File: config.mk
export PLATFORM = sky130hd
export DESIGN_NAME = round_robin_thread_scheduler_core
export DESIGN_NICKNAME = d
export VERILOG_FILES = /design/src/hdl/rrts_pkg.sv /design/src/hdl/rrts_ctrl.sv /design/src/hdl/rrts_datapath.sv /design/src/hdl/round_robin_thread_scheduler_core.sv
export SDC_FILE = /design/constraint.sdc
export NUM_CORES = 1
export LEC_CHECK = 0
export ABC_AREA = 1
export BUFFER_PORTS_ARGS = -buffer_cell sky130_fd_sc_hd__clkbuf_2
export CAP_MARGIN = 20
export CORE_MARGIN = 1.5
export CORE_UTILIZATION = 55
export CTS_CLUSTER_DIAMETER = 40
export DETAILED_ROUTE_END_ITERATION = 8
export HOLD_SLACK_MARGIN = 0.08
export PLACE_DENSITY = 0.88
export SYNTH_ARGS = -nofsm -noshare
export SYNTH_HDL_FRONTEND = slang
export SYNTH_SLANG_ARGS = --single-unit
File: constraint.sdc
create_clock -name clk -period 6.4 [get_ports clk]
set_input_delay 0.64 -clock clk [delete_from_list [all_inputs] [get_ports clk]]
set_output_delay 0.64 -clock clk [all_outputs]
set_load 0.005 [all_outputs]
File: src/hdl/rrts_pkg.sv
package rrts_pkg;

  localparam int ACTION_W = 2;
  localparam int TID_W    = 4;
  localparam int SLICE_W  = 8;
  localparam int STATUS_W = 2;
  localparam int QCNT_W   = 5;

  localparam logic [SLICE_W-1:0] SLICE_RESET = 8'd10;

  // event kinds
  localparam logic [ACTION_W-1:0] ACT_TICK      = 2'd0;
  localparam logic [ACTION_W-1:0] ACT_POST      = 2'd1;
  localparam logic [ACTION_W-1:0] ACT_TERMINATE = 2'd2;
  localparam logic [ACTION_W-1:0] ACT_WITHDRAW  = 2'd3;

  // result status codes
  localparam logic [STATUS_W-1:0] ST_OK        = 2'd0;
  localparam logic [STATUS_W-1:0] ST_FULL      = 2'd1;
  localparam logic [STATUS_W-1:0] ST_NOT_FOUND = 2'd2;
  localparam logic [STATUS_W-1:0] ST_HALTED    = 2'd3;

  // ring read address select
  localparam logic [1:0] RD_NONE = 2'd0;
  localparam logic [1:0] RD_HEAD = 2'd1;
  localparam logic [1:0] RD_POS  = 2'd2;
  localparam logic [1:0] RD_NEXT = 2'd3;

  typedef struct packed {
    logic                latch;
    logic [1:0]          rd_src;
    logic                exec;
    logic                wd_init;
    logic                scan_step;
    logic                k_inc;
    logic                shift_wr;
    logic                wd_remove;
    logic                set_status;
    logic [STATUS_W-1:0] status_code;
    logic                load_out;
  } ctl_cmd_t;

  typedef struct packed {
    logic [ACTION_W-1:0] action;
    logic                stopped;
    logic                count_zero;
    logic                match;
    logic                scan_last;
  } ctl_sts_t;

endpackage

File: src/hdl/rrts_ctrl.sv
module rrts_ctrl (
  input  logic              clk,
  input  logic              rst_n,
  input  logic              in_tvalid,
  output logic              in_tready,
  output logic              out_tvalid,
  input  logic              out_tready,
  output rrts_pkg::ctl_cmd_t cmd,
  input  rrts_pkg::ctl_sts_t sts
);

  localparam logic [3:0] S_IDLE     = 4'd0;
  localparam logic [3:0] S_DISPATCH = 4'd1;
  localparam logic [3:0] S_RD_HEAD  = 4'd2;
  localparam logic [3:0] S_EXEC     = 4'd3;
  localparam logic [3:0] S_SCAN_RD  = 4'd4;
  localparam logic [3:0] S_SCAN_CHK = 4'd5;
  localparam logic [3:0] S_SHIFT_RD = 4'd6;
  localparam logic [3:0] S_SHIFT_WR = 4'd7;
  localparam logic [3:0] S_DONE     = 4'd8;

  logic [3:0] state_r, state_nxt;
  logic       out_valid_r, out_valid_nxt;

  assign in_tready  = (state_r == S_IDLE);
  assign out_tvalid = out_valid_r;

  always_comb begin
    state_nxt     = state_r;
    out_valid_nxt = out_valid_r & ~out_tready;
    cmd           = '0;
    cmd.rd_src    = rrts_pkg::RD_NONE;
    unique case (state_r)
      S_IDLE: begin
        if (in_tvalid) begin
          cmd.latch = 1'b1;
          state_nxt = S_DISPATCH;
        end
      end
      S_DISPATCH: begin
        if (sts.stopped) begin
          cmd.set_status  = 1'b1;
          cmd.status_code = rrts_pkg::ST_HALTED;
          state_nxt       = S_DONE;
        end else begin
          unique case (sts.action)
            rrts_pkg::ACT_TICK:      state_nxt = S_RD_HEAD;
            rrts_pkg::ACT_POST:      state_nxt = S_EXEC;
            rrts_pkg::ACT_TERMINATE: state_nxt = S_EXEC;
            rrts_pkg::ACT_WITHDRAW: begin
              if (sts.count_zero) begin
                cmd.set_status  = 1'b1;
                cmd.status_code = rrts_pkg::ST_NOT_FOUND;
                state_nxt       = S_DONE;
              end else begin
                cmd.wd_init = 1'b1;
                state_nxt   = S_SCAN_RD;
              end
            end
            default: state_nxt = S_DONE;
          endcase
        end
      end
      S_RD_HEAD: begin
        cmd.rd_src = rrts_pkg::RD_HEAD;
        state_nxt  = S_EXEC;
      end
      S_EXEC: begin
        cmd.exec  = 1'b1;
        state_nxt = S_DONE;
      end
      S_SCAN_RD: begin
        cmd.rd_src = rrts_pkg::RD_POS;
        state_nxt  = S_SCAN_CHK;
      end
      S_SCAN_CHK: begin
        priority if (sts.match && sts.scan_last) begin
          cmd.wd_remove = 1'b1;
          state_nxt     = S_DONE;
        end else if (sts.match) begin
          state_nxt = S_SHIFT_RD;
        end else if (sts.scan_last) begin
          cmd.set_status  = 1'b1;
          cmd.status_code = rrts_pkg::ST_NOT_FOUND;
          state_nxt       = S_DONE;
        end else begin
          cmd.scan_step = 1'b1;
          state_nxt     = S_SCAN_RD;
        end
      end
      S_SHIFT_RD: begin
        cmd.rd_src = rrts_pkg::RD_NEXT;
        cmd.k_inc  = 1'b1;
        state_nxt  = S_SHIFT_WR;
      end
      S_SHIFT_WR: begin
        cmd.shift_wr = 1'b1;
        if (sts.scan_last) begin
          cmd.wd_remove = 1'b1;
          state_nxt     = S_DONE;
        end else begin
          state_nxt = S_SHIFT_RD;
        end
      end
      S_DONE: begin
        // hold the result until the output slot is free
        if (!out_valid_r || out_tready) begin
          cmd.load_out  = 1'b1;
          out_valid_nxt = 1'b1;
          state_nxt     = S_IDLE;
        end
      end
      default: state_nxt = S_IDLE;
    endcase
  end

  always_ff @(posedge clk) begin
    if (!rst_n) begin
      state_r     <= S_IDLE;
      out_valid_r <= 1'b0;
    end else begin
      state_r     <= state_nxt;
      out_valid_r <= out_valid_nxt;
    end
  end

endmodule

File: src/hdl/rrts_datapath.sv
module rrts_datapath #(
  parameter int MAX_THREADS = 16
) (
  input  logic                              clk,
  input  logic                              rst_n,
  input  logic [rrts_pkg::ACTION_W-1:0]     in_action,
  input  logic [rrts_pkg::TID_W-1:0]        in_thread_id,
  input  logic                              cfg_we,
  input  logic [rrts_pkg::SLICE_W-1:0]      cfg_wdata,
  output logic [rrts_pkg::SLICE_W-1:0]      tslice_len,
  input  rrts_pkg::ctl_cmd_t                cmd,
  output rrts_pkg::ctl_sts_t                sts,
  output logic                              res_switched,
  output logic [rrts_pkg::TID_W-1:0]        res_running_thread,
  output logic                              res_running_live,
  output logic                              res_halted,
  output logic [rrts_pkg::STATUS_W-1:0]     res_status,
  output logic [rrts_pkg::QCNT_W-1:0]       res_queue_count
);

  localparam int IW = $clog2(MAX_THREADS);
  localparam int CW = $clog2(MAX_THREADS + 1);
  localparam logic [IW-1:0] LAST_IDX = IW'(MAX_THREADS - 1);
  localparam logic [CW-1:0] FULL_CNT = CW'(MAX_THREADS);

  function automatic logic [IW-1:0] ring_next(input logic [IW-1:0] i);
    return (i == LAST_IDX) ? '0 : i + 1'b1;
  endfunction

  function automatic logic [IW-1:0] ring_prev(input logic [IW-1:0] i);
    return (i == '0) ? LAST_IDX : i - 1'b1;
  endfunction

  // ready queue storage, contents undefined until written
  logic [rrts_pkg::TID_W-1:0] ring_mem [MAX_THREADS];
  logic [rrts_pkg::TID_W-1:0] rdata_r;
  logic [IW-1:0]              rd_addr;
  logic                       mem_we;
  logic [IW-1:0]              mem_wa;
  logic [rrts_pkg::TID_W-1:0] mem_wd;

  logic [IW-1:0]                  head_r, head_nxt;
  logic [IW-1:0]                  tail_r, tail_nxt;
  logic [CW-1:0]                  count_r, count_nxt;
  logic [rrts_pkg::TID_W-1:0]     cur_r, cur_nxt;
  logic                           running_r, running_nxt;
  logic [rrts_pkg::SLICE_W-1:0]   slice_r, slice_nxt;
  logic                           stopped_r, stopped_nxt;
  logic [rrts_pkg::SLICE_W-1:0]   tslice_r;

  logic [rrts_pkg::ACTION_W-1:0]  act_r;
  logic [rrts_pkg::TID_W-1:0]     tid_r;
  logic [rrts_pkg::STATUS_W-1:0]  status_r, status_nxt;
  logic                           switched_r, switched_nxt;
  logic [IW-1:0]                  pos_r, pos_nxt;
  logic [CW-1:0]                  k_r, k_nxt;
  logic                           count_zero;

  assign count_zero = (count_r == '0);
  assign tslice_len = tslice_r;

  assign sts.action     = act_r;
  assign sts.stopped    = stopped_r;
  assign sts.count_zero = count_zero;
  assign sts.match      = (rdata_r == tid_r);
  assign sts.scan_last  = ((CW+1)'(k_r) + (CW+1)'(1)) >= (CW+1)'(count_r);

  always_comb begin
    unique case (cmd.rd_src)
      rrts_pkg::RD_HEAD: rd_addr = head_r;
      rrts_pkg::RD_NEXT: rd_addr = ring_next(pos_r);
      default:           rd_addr = pos_r;
    endcase
  end

  always_comb begin
    head_nxt     = head_r;
    tail_nxt     = tail_r;
    count_nxt    = count_r;
    cur_nxt      = cur_r;
    running_nxt  = running_r;
    slice_nxt    = slice_r;
    stopped_nxt  = stopped_r;
    status_nxt   = status_r;
    switched_nxt = switched_r;
    pos_nxt      = pos_r;
    k_nxt        = k_r;
    mem_we       = 1'b0;
    mem_wa       = tail_r;
    mem_wd       = tid_r;

    if (cmd.latch) begin
      status_nxt   = rrts_pkg::ST_OK;
      switched_nxt = 1'b0;
    end
    if (cmd.set_status) begin
      status_nxt = cmd.status_code;
    end

    if (cmd.exec) begin
      unique case (act_r)
        rrts_pkg::ACT_TICK: begin
          priority if (!running_r && count_zero) begin
            stopped_nxt = 1'b1;
          end else if (running_r && slice_r > 8'd1) begin
            slice_nxt = slice_r - 1'b1;
          end else if (running_r && count_zero) begin
            slice_nxt = tslice_r;
          end else begin
            // take the head; head data was read in the previous cycle
            cur_nxt      = rdata_r;
            running_nxt  = 1'b1;
            slice_nxt    = tslice_r;
            switched_nxt = (rdata_r != cur_r);
            head_nxt     = ring_next(head_r);
            if (running_r) begin
              // preempt: old thread to the tail, count unchanged
              mem_we   = 1'b1;
              mem_wd   = cur_r;
              tail_nxt = ring_next(tail_r);
            end else begin
              count_nxt = count_r - 1'b1;
            end
          end
        end
        rrts_pkg::ACT_POST: begin
          if (count_r == FULL_CNT) begin
            status_nxt = rrts_pkg::ST_FULL;
          end else begin
            mem_we    = 1'b1;
            tail_nxt  = ring_next(tail_r);
            count_nxt = count_r + 1'b1;
          end
        end
        rrts_pkg::ACT_TERMINATE: running_nxt = 1'b0;
        default: ;
      endcase
    end

    if (cmd.wd_init) begin
      pos_nxt = head_r;
      k_nxt   = '0;
    end
    if (cmd.scan_step) begin
      pos_nxt = ring_next(pos_r);
      k_nxt   = k_r + 1'b1;
    end
    if (cmd.k_inc) begin
      k_nxt = k_r + 1'b1;
    end
    if (cmd.shift_wr) begin
      mem_we  = 1'b1;
      mem_wa  = pos_r;
      mem_wd  = rdata_r;
      pos_nxt = ring_next(pos_r);
    end
    if (cmd.wd_remove) begin
      tail_nxt  = ring_prev(tail_r);
      count_nxt = count_r - 1'b1;
    end
  end

  always_ff @(posedge clk) begin
    if (mem_we) begin
      ring_mem[mem_wa] <= mem_wd;
    end
    if (cmd.rd_src != rrts_pkg::RD_NONE) begin
      rdata_r <= ring_mem[rd_addr];
    end
  end

  always_ff @(posedge clk) begin
    if (!rst_n) begin
      head_r    <= '0;
      tail_r    <= '0;
      count_r   <= '0;
      cur_r     <= '0;
      running_r <= 1'b1;
      slice_r   <= rrts_pkg::SLICE_RESET;
      stopped_r <= 1'b0;
      tslice_r  <= rrts_pkg::SLICE_RESET;
    end else begin
      head_r    <= head_nxt;
      tail_r    <= tail_nxt;
      count_r   <= count_nxt;
      cur_r     <= cur_nxt;
      running_r <= running_nxt;
      slice_r   <= slice_nxt;
      stopped_r <= stopped_nxt;
      if (cfg_we) begin
        tslice_r <= cfg_wdata;
      end
    end
  end

  always_ff @(posedge clk) begin
    if (cmd.latch) begin
      act_r <= in_action;
      tid_r <= in_thread_id;
    end
    status_r   <= status_nxt;
    switched_r <= switched_nxt;
    pos_r      <= pos_nxt;
    k_r        <= k_nxt;
    if (cmd.load_out) begin
      res_switched       <= switched_r;
      res_running_thread <= cur_r;
      res_running_live   <= running_r;
      res_halted         <= stopped_r;
      res_status         <= status_r;
      res_queue_count    <= rrts_pkg::QCNT_W'(count_r);
    end
  end

endmodule

File: src/hdl/round_robin_thread_scheduler_core.sv
// Round-robin time-slice scheduler for thread ids.
// Input channel (in_*): one beat is one event; in_tuser carries the action
// (tick, post, terminate current, withdraw) and in_tdata the thread id.
// Output channel (out_*): exactly one result beat per input beat, in order,
// giving the switch flag, current thread, live flag, halted flag, status
// and the ready-queue fill.
// Configuration (cfg_*): APB-style, register 0 at byte address 0 is the
// timeslice length; write it only while no event is in flight.
// Sequence after accept: a halted or empty-queue event goes from dispatch
// straight to the result; post and terminate pass through the execute
// state, and a tick reads the queue head before it executes; a withdraw
// walks up to queue_count entries of the ready queue (at most MAX_THREADS),
// with a read and a check state per entry checked and a read and a write
// state per entry closed up. The sequencer handles one event at a time;
// the next beat is taken only after the result is registered.
// A result beat that the receiver stalls holds in the output register while
// the next event is taken and worked; that event then waits to deliver.
// Reset: empty queue, thread 0 current and live, slice and length 10.
module round_robin_thread_scheduler_core #(
  parameter int MAX_THREADS = 16
) (
  input  logic        clk,
  input  logic        rst_n,
  input  logic        in_tvalid,
  output logic        in_tready,
  input  logic [7:0]  in_tdata,    // [3:0] thread_id, [7:4] zero
  input  logic [1:0]  in_tuser,    // [1:0] action
  output logic        out_tvalid,
  input  logic        out_tready,
  // [0] switched, [4:1] running_thread, [5] running_live, [6] halted,
  // [8:7] status, [13:9] queue_count, [15:14] zero
  output logic [15:0] out_tdata,
  input  logic        cfg_psel,
  input  logic        cfg_penable,
  input  logic        cfg_pwrite,
  input  logic [2:0]  cfg_paddr,
  input  logic [31:0] cfg_pwdata,
  output logic [31:0] cfg_prdata,
  output logic        cfg_pready
);

  rrts_pkg::ctl_cmd_t cmd;
  rrts_pkg::ctl_sts_t sts;

  logic                              cfg_we;
  logic [rrts_pkg::SLICE_W-1:0]      tslice_len;
  logic                              res_switched;
  logic [rrts_pkg::TID_W-1:0]        res_running_thread;
  logic                              res_running_live;
  logic                              res_halted;
  logic [rrts_pkg::STATUS_W-1:0]     res_status;
  logic [rrts_pkg::QCNT_W-1:0]       res_queue_count;

  // register 0 lives at word 0; other words read zero and drop writes
  assign cfg_pready = 1'b1;
  assign cfg_we     = cfg_psel & cfg_penable & cfg_pwrite & ~cfg_paddr[2];
  assign cfg_prdata = cfg_paddr[2] ? 32'd0 : 32'(tslice_len);

  assign out_tdata = {2'b00, res_queue_count, res_status, res_halted,
                      res_running_live, res_running_thread, res_switched};

  rrts_ctrl u_ctrl (
    .clk        (clk),
    .rst_n      (rst_n),
    .in_tvalid  (in_tvalid),
    .in_tready  (in_tready),
    .out_tvalid (out_tvalid),
    .out_tready (out_tready),
    .cmd        (cmd),
    .sts        (sts)
  );

  rrts_datapath #(
    .MAX_THREADS (MAX_THREADS)
  ) u_datapath (
    .clk                (clk),
    .rst_n              (rst_n),
    .in_action          (in_tuser),
    .in_thread_id       (in_tdata[3:0]),
    .cfg_we             (cfg_we),
    .cfg_wdata          (cfg_pwdata[7:0]),
    .tslice_len         (tslice_len),
    .cmd                (cmd),
    .sts                (sts),
    .res_switched       (res_switched),
    .res_running_thread (res_running_thread),
    .res_running_live   (res_running_live),
    .res_halted         (res_halted),
    .res_status         (res_status),
    .res_queue_count    (res_queue_count)
  );

endmodule
==> impl_metrics.yaml, run 1 <==
status:
  status: "finished, final reports clean"
placement:
  post-place-ws_ns: 3.47
  portBuffers: 45
  place_congestion: 0.903
  dpl.cell_count: 1080
  dp_hpwl_um: 11100
power_and_ir_drop:
  power_density_nw_per_um2: 271
  ir_worst_vdd_uv: 208
  leakage_nw: 3.69
sta:
  drv_slew: 0
  hold-worst-slack_ns: 0.383
  fmax_mhz: 335
  setup_tns_ns: 0
  clock-skew-final_ns: 0.0111
  rsz0062_at_grt: "false"
  setup_violations: 0
  fin_ws_ns: 3.42
  tightest_slew_ns: 0.919
  period_share_pct: 46.6
  maxSlewHeadroom_pct: 38.2
  min_period_ns: 2.98
  hold_violations: 0
synthesis:
  synth_seq_cells: 140
  synth_top_area_share_pct: 37.6
  synth-edff-count: 97
  netlist_area_um2: 7740
  synth.distinct_cells: 48
  synth_seq_area_share_pct: 48.7
  syn_avg_cell_area_um2: 8.80
  yosys_warnings: 0
  ys.flop_type: "edfxtp_1"
  synth.top_cells.by_area: "edfxtp_1, dfxtp_1, nand2_1"
  async_flop_share_pct: 0
  syn_inst: 880
  yosysTopAreaCell: "edfxtp_1"
layout:
  finish.utilization_pct: 62.2
  multi_input_area_um2: 3090
  final_cells: 1112
  synthToLayoutAreaGrowth_pct: 11.1
  diodes: 0
  regArea_um2: 3770
  fillers: 1069
  layout-drive-gt1-share_pct: 14.9
  nets: 992
detailed_routing:
  route.detailed.wl_per_inst_um: 15.0
  via_per_inst: 5.46
  wirelength_um: 16700
  drcViolationCount: 0
  dr.pass1.iters: 7
  drtIter0Drc: 487
  num_vias: 6072
  drtAntennaViolNets: 0
critical_path:
  critPathLaunchType: "register"
  crit_required_ns: 6.58
  critPathArrivalTime_ns: 3.17
  cp_slowest_stage_delay_ns: 0.76
  critPathBufInv: 0
  crit_path_max_fanout: 40
  r2r_cells: 9
  worstSetupEndpointType: "register"
  cp_num_cells: 9
  crit_family: "simple AND/OR/NAND/NOR gates"
  cp_slowest_cell: "nand3_2"
  crit_chain: "ha_1, nand2_1, o21ai_1, nand2_2, nand3_2, o211ai_1, nand3_1, nand3_1, nand2_1"
  path_class: "reg2reg"
global_routing:
  grt_use_met2_pct: 40.6
  grt_max_degree: 41
  grt_pass1_wl_um: 27300
  grt_pass1_vias: 5749
  grt_use_met1_pct: 29.7
  use_met3_pct: 5.15
  antenna_found_initial: 0
  grt.total_usage_pct: 23.9
  gr-max-usage-layer: "met2"
  grt-ovfl-total: 0
cts:
  cts_tree: "done"
  root_buffer: "clkbuf_16"
  cts_buffers: 17
  clk_pin_slew_ns: 0.06
  clockBufferDepth: 2
  cts-htree-levels: 4
  hold_buffers: 0
  clock_latency_ns: 0.43
  ctsResizeCount: 0
  cts_setup_buffers: 0
  clock-sinks: 140
floorplan:
  num_rows: 43
  die_area_um2: 14800
  io_pins: 103
  start_util_pct: 56.0
  die_w_um: 122
  die_h_um: 122
  core_area_um2: 13800
run:
  cap_violations: 0
worst_hold_path:
  hp-class: "in2reg"
  hold_depth: 1
routing by layer:
layer	routed length, um	share of wire, %	up-vias
li1	-	-	2925
met1	6840	41	2793
met2	8180	49	303
met3	1230	7.4	51
met4	463	2.8	0
met5	0	0	-
path summary, 6_finish.rpt:
check	startpoint	end	slack, ns
setup / recovery	u_datapath.pos_r[0]	u_datapath.rdata_r[3]	3.42
setup reg to reg	u_datapath.pos_r[0]	u_datapath.rdata_r[3]	3.42
hold reg to reg	u_datapath.status_r[0]	u_datapath.res_status[0]	0.44
hold / removal	in_tuser[1]	u_datapath.act_r[1]	0.38
Yosys cell counts (3+ instances only):
cell type,count
nor4_1,3
nand2_4,6
inv_2,9
nor3_1,5
o21ai_1,17
o21ai_0,41
xor2_1,17
edfxtp_1,97
inv_1,141
nand4_1,26
nand3_1,78
a211oi_1,3
buf_4,35
nand2_2,8
nor2_4,7
ha_1,21
buf_2,6
a21oi_1,31
nand3_2,10
buf_6,6
inv_4,3
xnor2_1,6
clkbuf_1,7
dfxtp_1,43
nor2_1,72
o211ai_1,7
nand2_1,146
placed cells by master, fill, tap and decap left out, drive strengths merged, types with 2 or more instances in the layout:
| cell | netlist | final |
|---|---|---|
| clkinvlp | 0 | 2 |
| o211ai | 10 | 10 |
| and3 | 2 | 2 |
| xnor2 | 6 | 6 |
| dfxtp | 43 | 43 |
| xor2 | 17 | 17 |
| a211oi | 3 | 3 |
| conb | 2 | 27 |
| nor3 | 8 | 8 |
| clkbuf | 7 | 64 |
| bufinv | 0 | 6 |
| ha | 21 | 21 |
| buf | 48 | 5 |
| nand2 | 160 | 160 |
| inv | 153 | 153 |
| edfxtp | 97 | 97 |
| a21oi | 31 | 31 |
| o21ai | 61 | 61 |
| nor4 | 3 | 3 |
| clkinv | 1 | 6 |
| nor2 | 83 | 83 |
| nand4 | 27 | 27 |
| nand3 | 90 | 90 |
cells by family after synthesis:
group	after synthesis	share of synthesized area [%]
simple gates	373	24.1
buf+inv	209	12.6
flops	140	48.7
compound gates	112	8.47
xor+xnor	23	2.60
fa+ha+maj	21	3.39
other cells	2	0.0970
final cells by class:
type                            instances  area share (%)
Sequential cell                       140            43.8
Inverter                              154            6.80
Timing Repair Buffer                   50            3.05
Tap cell                              180            2.62
Multi-Input combinational cell        556            36.0
Clock buffer                           19            5.15
Clock inverter                         13            2.57
sequential cells by signal, indices dropped and copies added (netlist names), 2 cells and up:
| name | flops |
|---|---|
| u_datapath.ring_mem | 64 |
| u_datapath.tslice_len | 8 |
| u_datapath.rdata_r | 4 |
| u_datapath.res_status | 2 |
| u_datapath.status_r | 2 |
| u_datapath.slice_r | 8 |
| u_datapath.k_r | 5 |
| u_datapath.count_r | 5 |
| u_datapath.head_r | 4 |
| u_datapath.tid_r | 4 |
| u_datapath.res_running_thread | 4 |
| u_datapath.tail_r | 4 |
| u_datapath.pos_r | 4 |
| u_datapath.cur_r | 4 |
| u_datapath.res_queue_count | 5 |
| u_ctrl.state_r | 4 |
| u_datapath.act_r | 2 |
where the power goes:
| part | internal, mW | leakage (nW) | switching [mW] |
|---|---|---|---|
| Sequential | 0.991 | 1.21 | 0.0145 |
| Clock | 0.736 | 0.318 | 0.375 |
| Combinational | 0.0647 | 2.16 | 0.148 |
metrics by stage:
| step | cell area [um2] | power, mW |
|---|---|---|
| after detailed placement | 7940 | 1.23 |
| after global placement | 7940 | 1.22 |
| after floorplan | 7840 | 1.19 |
| after global routing | 8610 | 2.39 |
| final | 8610 | 2.33 |
| after CTS | 8610 | 2.33 |
(Power assumes the default switching activity.)
==> run 2, diff against run 1 <==
==> constraint.sdc (replaced) <==
create_clock -name clk -period 2.9 [get_ports clk]
set_input_delay 0.29 -clock clk [delete_from_list [all_inputs] [get_ports clk]]
set_output_delay 0.29 -clock clk [all_outputs]
set_load 0.005 [all_outputs]
==> run 2 against run 1 <==
  * Register-to-register slack got worse by 3.2 ns
  * Largest power group unchanged
  * Non-clock buffer count increased by 17
  * Critical endpoint is now u_datapath.rdata_r[2]
  * Fmax increased by 12%
  * Clock skew decreased by 0.0014 ns
  * Flip-flop and latch count unchanged
==> impl_metrics.yaml, run 2 (synthesis gave the netlist of run 1 again) <==
critical_path:
  cp_slowest_stage_delay_ns: 0.54
  critPathLaunchType: "register"
  r2r_setup_slack_ns: 0.25
  cp_slowest_cell: "nand3_2"
  crit_path_max_fanout: 29
  path_class: "reg2reg"
  critPathArrivalTime_ns: 2.94
  crit_required_ns: 3.18
  crit_chain: "inv_2, nor2_4, nand2_4, nand2_4, nand3_2, buf_4, nand2_1, nand3_1, nand3_1, nand3_1, nand2_1"
  cpMostUsedCell: "nand3_1"
  worstSetupEndpointType: "register"
layout:
  largest_reg_flops: 64
  diodes: 0
  max_flop_register: "u_datapath.ring_mem"
  finish.utilization_pct: 62.9
  layout-drive-gt1-share_pct: 15.8
  final_cell_area_um2: 8700
  mostFrequentLayoutCells: "nand2_1, inv_1, edfxtp_1, nand3_1, nor2_1"
  final_cells: 1129
  nets: 1009
  synthToLayoutAreaGrowth_pct: 12.3
  fillers: 1070
  multi_input_area_um2: 3100
  regArea_um2: 3770
  final_common_cell: "nand2_1"
cts:
  cts_tree: "done"
  cts_buffers: 17
  clk_pin_slew_ns: 0.06
  clock-sinks: 140
  cts-htree-levels: 4
  clock_latency_ns: 0.42
  root_buffer: "clkbuf_16"
  clockBufferDepth: 2
global_routing:
  grt.total_usage_pct: 24.1
  antenna_found_initial: 0
  grt_pass1_vias: 5878
  grt-ovfl-total: 0
  grt_pass1_wl_um: 27600
  grt_max_degree: 30
power_and_ir_drop:
  leakage_nw: 3.74
  fin_total_pwr_mw: 4.94
  ir_worst_vdd_uv: 476
  power_density_nw_per_um2: 567
placement:
  dp_hpwl_um: 11300
  post-place-ws_ns: 0.216
  place_congestion: 0.863
  dpl.cell_count: 1088
  placed_area_um2: 8000
  portBuffers: 45
floorplan:
  start_util_pct: 56.0
  core_area_um2: 13800
  die_area_um2: 14800
  die_h_um: 122
  io_pins: 103
  die_w_um: 122
  num_rows: 43
sta:
  setup_tns_ns: 0
  rsz0062_at_grt: "false"
  drv_slew: 0
  fin_ws_ns: 0.246
  maxSlewHeadroom_pct: 60.8
  period_share_pct: 91.5
  tightest_slew_ns: 0.587
  clock-skew-final_ns: 0.00964
  min_period_ns: 2.65
  hold_violations: 0
  setup_violations: 0
  fmax_mhz: 377
  hold-worst-slack_ns: 0.0969
run:
  cap_violations: 0
status:
  status: "finished, final reports clean"
detailed_routing:
  wirelength_um: 16800
  drcViolationCount: 0
  dr.pass1.iters: 5
  num_vias: 6164
  drtAntennaViolNets: 0
  drtIter0Drc: 507
  via_per_inst: 5.46
  route.detailed.wl_per_inst_um: 14.9
worst_hold_path:
  hp-class: "in2reg"
run 2: layout make-up:
type | count | area share (%)
Sequential cell | 140 | 43.4
Multi-Input combinational cell | 556 | 35.7
Inverter | 154 | 6.73
Clock buffer | 18 | 4.93
Timing Repair Buffer | 67 | 4.69
Tap cell | 180 | 2.59
Clock inverter | 14 | 2.01
run 2: path summary, 6_finish.rpt:
check	startpoint	end	cells past startpoint
worst max-delay path	u_ctrl.state_r[1]	u_datapath.rdata_r[2]	11
worst min-delay path	cfg_pwdata[1]	u_datapath.tslice_len[1]	3
worst max register to register	u_ctrl.state_r[1]	u_datapath.rdata_r[2]	11
worst min register to register	u_datapath.status_r[0]	u_datapath.res_status[0]	0
run 2: repair_timing:
item	CTS	global route
hold buffers	7	0
buffers inserted	0	2
endpoints found under the setup margin	0	6
resized for setup	0	3
hold endpoints to repair	7	0
run 2: per-layer routing:
layer | wire [um] | track usage (%) | vias to the layer above
met5 | 0 | 0 | -
met4 | 354 | 9.78 | 0
met3 | 1210 | 5.95 | 40
met2 | 8400 | 41.1 | 274
met1 | 6860 | 29.3 | 2892
li1 | - | - | 2958
run 2: worst max-delay path: cells and delay by family, from the launching register on:
family / cells / cell delay [ns]
buffers and inverters: 2 / 0.47
flip-flops: 1 / 0.46
AND/OR/NAND/NOR: 9 / 1.57
run 2: report_power, final:
part / total [mW] / internal, mW / switching (mW) / leakage [nW]
sequential: 2.22 / 2.19 / 0.0310 / 1.21
clock: 2.24 / 1.42 / 0.817 / 0.294
combinational: 0.478 / 0.154 / 0.325 / 2.24
==> run 3, diff against run 2 <==
--- a/config.mk
+++ b/config.mk
@@ -8,12 +8,13 @@
 export ABC_AREA = 1
 export BUFFER_PORTS_ARGS = -buffer_cell sky130_fd_sc_hd__clkbuf_2
 export CAP_MARGIN = 20
-export CORE_MARGIN = 1.5
-export CORE_UTILIZATION = 55
+export CORE_ASPECT_RATIO = 1.4
+export CORE_MARGIN = 8
+export CORE_UTILIZATION = 58
 export CTS_CLUSTER_DIAMETER = 40
 export DETAILED_ROUTE_END_ITERATION = 8
 export HOLD_SLACK_MARGIN = 0.08
-export PLACE_DENSITY = 0.88
+export PLACE_DENSITY = 0.91
 export SYNTH_ARGS = -nofsm -noshare
 export SYNTH_HDL_FRONTEND = slang
 export SYNTH_SLANG_ARGS = --single-unit
==> run 3 against run 2 <==
  * Clock power is 11% lower
  * Total power shrank 4.2%
  * Flip-flop and latch count unchanged
  * Core utilization up 2.5 points
  * Cell count about the same
  * Setup slack worse by 0.010 ns
  * Clock skew increased by 0.0015 ns
  * Global-route usage down 1.7 points
  * Largest power group is now sequential cells
==> impl_metrics.yaml, run 3 (synthesis gave the netlist of run 1 again) <==
sta:
  hold_violations: 0
  period_share_pct: 91.9
  tightest_slew_ns: 0.826
  clock-skew-final_ns: 0.0111
  rsz0062_at_grt: "false"
  maxSlewHeadroom_pct: 44.4
  hold-worst-slack_ns: 0.0883
  drv_slew: 0
  setup_tns_ns: 0
  fmax_mhz: 375
  min_period_ns: 2.66
  setup_violations: 0
detailed_routing:
  num_vias: 6339
  drcViolationCount: 0
  drtAntennaViolNets: 0
  via_per_inst: 5.62
  wirelength_um: 19000
  route.detailed.wl_per_inst_um: 16.9
  dr.pass1.iters: 6
  drtIter0Drc: 609
power_and_ir_drop:
  ir_worst_vdd_uv: 411
  fin_total_pwr_mw: 4.73
  power_density_nw_per_um2: 548
  leakage_nw: 3.69
layout:
  largest_reg_flops: 64
  diodes: 0
  mostFrequentLayoutCells: "nand2_1, inv_1, edfxtp_1, nand3_1, nor2_1"
  final_common_cell: "nand2_1"
  max_flop_register: "u_datapath.ring_mem"
  final_cells: 1128
  nets: 1006
  synthToLayoutAreaGrowth_pct: 11.4
  layout-drive-gt1-share_pct: 15.8
  fillers: 969
global_routing:
  grt_pass1_vias: 6335
  antenna_found_initial: 0
  grt.total_usage_pct: 22.4
  grt_pass1_wl_um: 30900
  grt-ovfl-total: 0
  grt_max_degree: 27
critical_path:
  critPathLaunchType: "register"
  cpMostUsedCell: "nand2_1"
  cp_slowest_stage_delay_ns: 0.42
  critPathBufInv: 2
  crit_path_max_fanout: 5
  path_class: "reg2reg"
  cp_slowest_cell: "edfxtp_1"
  critPathArrivalTime_ns: 2.78
  crit_family: "simple AND/OR/NAND/NOR gates"
  crit_chain: "ha_1, nand3_1, xor2_2, inv_1, ha_1, nand2_1, nand2_1, nor2_2, nand2_2, nor2_1, o21ai_1, nand2_1, inv_1, nand2_1"
  crit_required_ns: 3.02
  worstSetupEndpointType: "register"
placement:
  dpl.cell_count: 1089
  dp_hpwl_um: 12400
  portBuffers: 45
  place_congestion: 0.929
cts:
  cts-htree-levels: 4
  clock_latency_ns: 0.42
  clk_pin_slew_ns: 0.06
  clock-sinks: 140
  cts_buffers: 17
  clockBufferDepth: 2
  cts_tree: "done"
  root_buffer: "clkbuf_16"
floorplan:
  die_h_um: 153
  die_area_um2: 17400
  core_area_um2: 13200
  num_rows: 50
  die_w_um: 114
  io_pins: 103
  start_util_pct: 58.7
status:
  status: "finished, final reports clean"
run:
  cap_violations: 0
worst_hold_path:
  hp-class: "in2reg"
[run 3: layer usage]
layer	part of all wire, %	track usage (%)
met4	4.8	12.9
met1	35	22.5
met3	6.7	5.47
met5	0	0
met2	54	40.5
[run 3: timing repair]
item | 4_1_cts | 5_1_grt
endpoints found under the setup margin | 0 | 15
resized for setup | 0 | 4
hold buffers | 6 | 0
endpoints found under the hold margin | 6 | 0
setup buffers | 0 | 1
[run 3: cell type report]
type,instances,area [um2],share of cell area (%)
Tap cell,182,228,2.64
Clock inverter,11,95.1,1.10
Timing Repair Buffer,64,383,4.44
Inverter,154,586,6.79
Clock buffer,21,450,5.22
Multi-Input combinational cell,556,3110,36.1
Sequential cell,140,3770,43.7
[run 3: worst min-delay path, cell delays in order]
cell,delay (ns)
clkbuf_2,0.07
nand2_1,0.04
o211ai_1,0.07
[run 3: where the power goes]
group          internal, mW  total [mW]  switching (mW)
logic                 0.154       0.499           0.345
clock network          1.19        2.00           0.810
registers              2.19        2.22          0.0378
total                  3.53        4.73            1.19
[run 3: metrics by stage]
step	util, %	instance area [um2]	worst slack (ns)
2_1_floorplan	-	7840	0.447
3_3_place_gp	60.6	8000	0.293
3_5_place_dp	60.6	8000	0.232
4_1_cts	65.2	8600	0.148
5_1_grt	65.4	8630	0.0187
6_report	65.4	8630	0.236
[run 3: path summary, 6_finish.rpt]
path | slack [ns] | startpoint | end | cells after the start
hold reg to reg | 0.45 | u_datapath.status_r[0] | u_datapath.res_status[0] | 0
setup / recovery | 0.24 | u_datapath.k_r[0] | u_datapath.pos_r[1] | 14
setup reg to reg | 0.24 | u_datapath.k_r[0] | u_datapath.pos_r[1] | 14
hold / removal | 0.09 | cfg_pwdata[3] | u_datapath.tslice_len[3] | 3
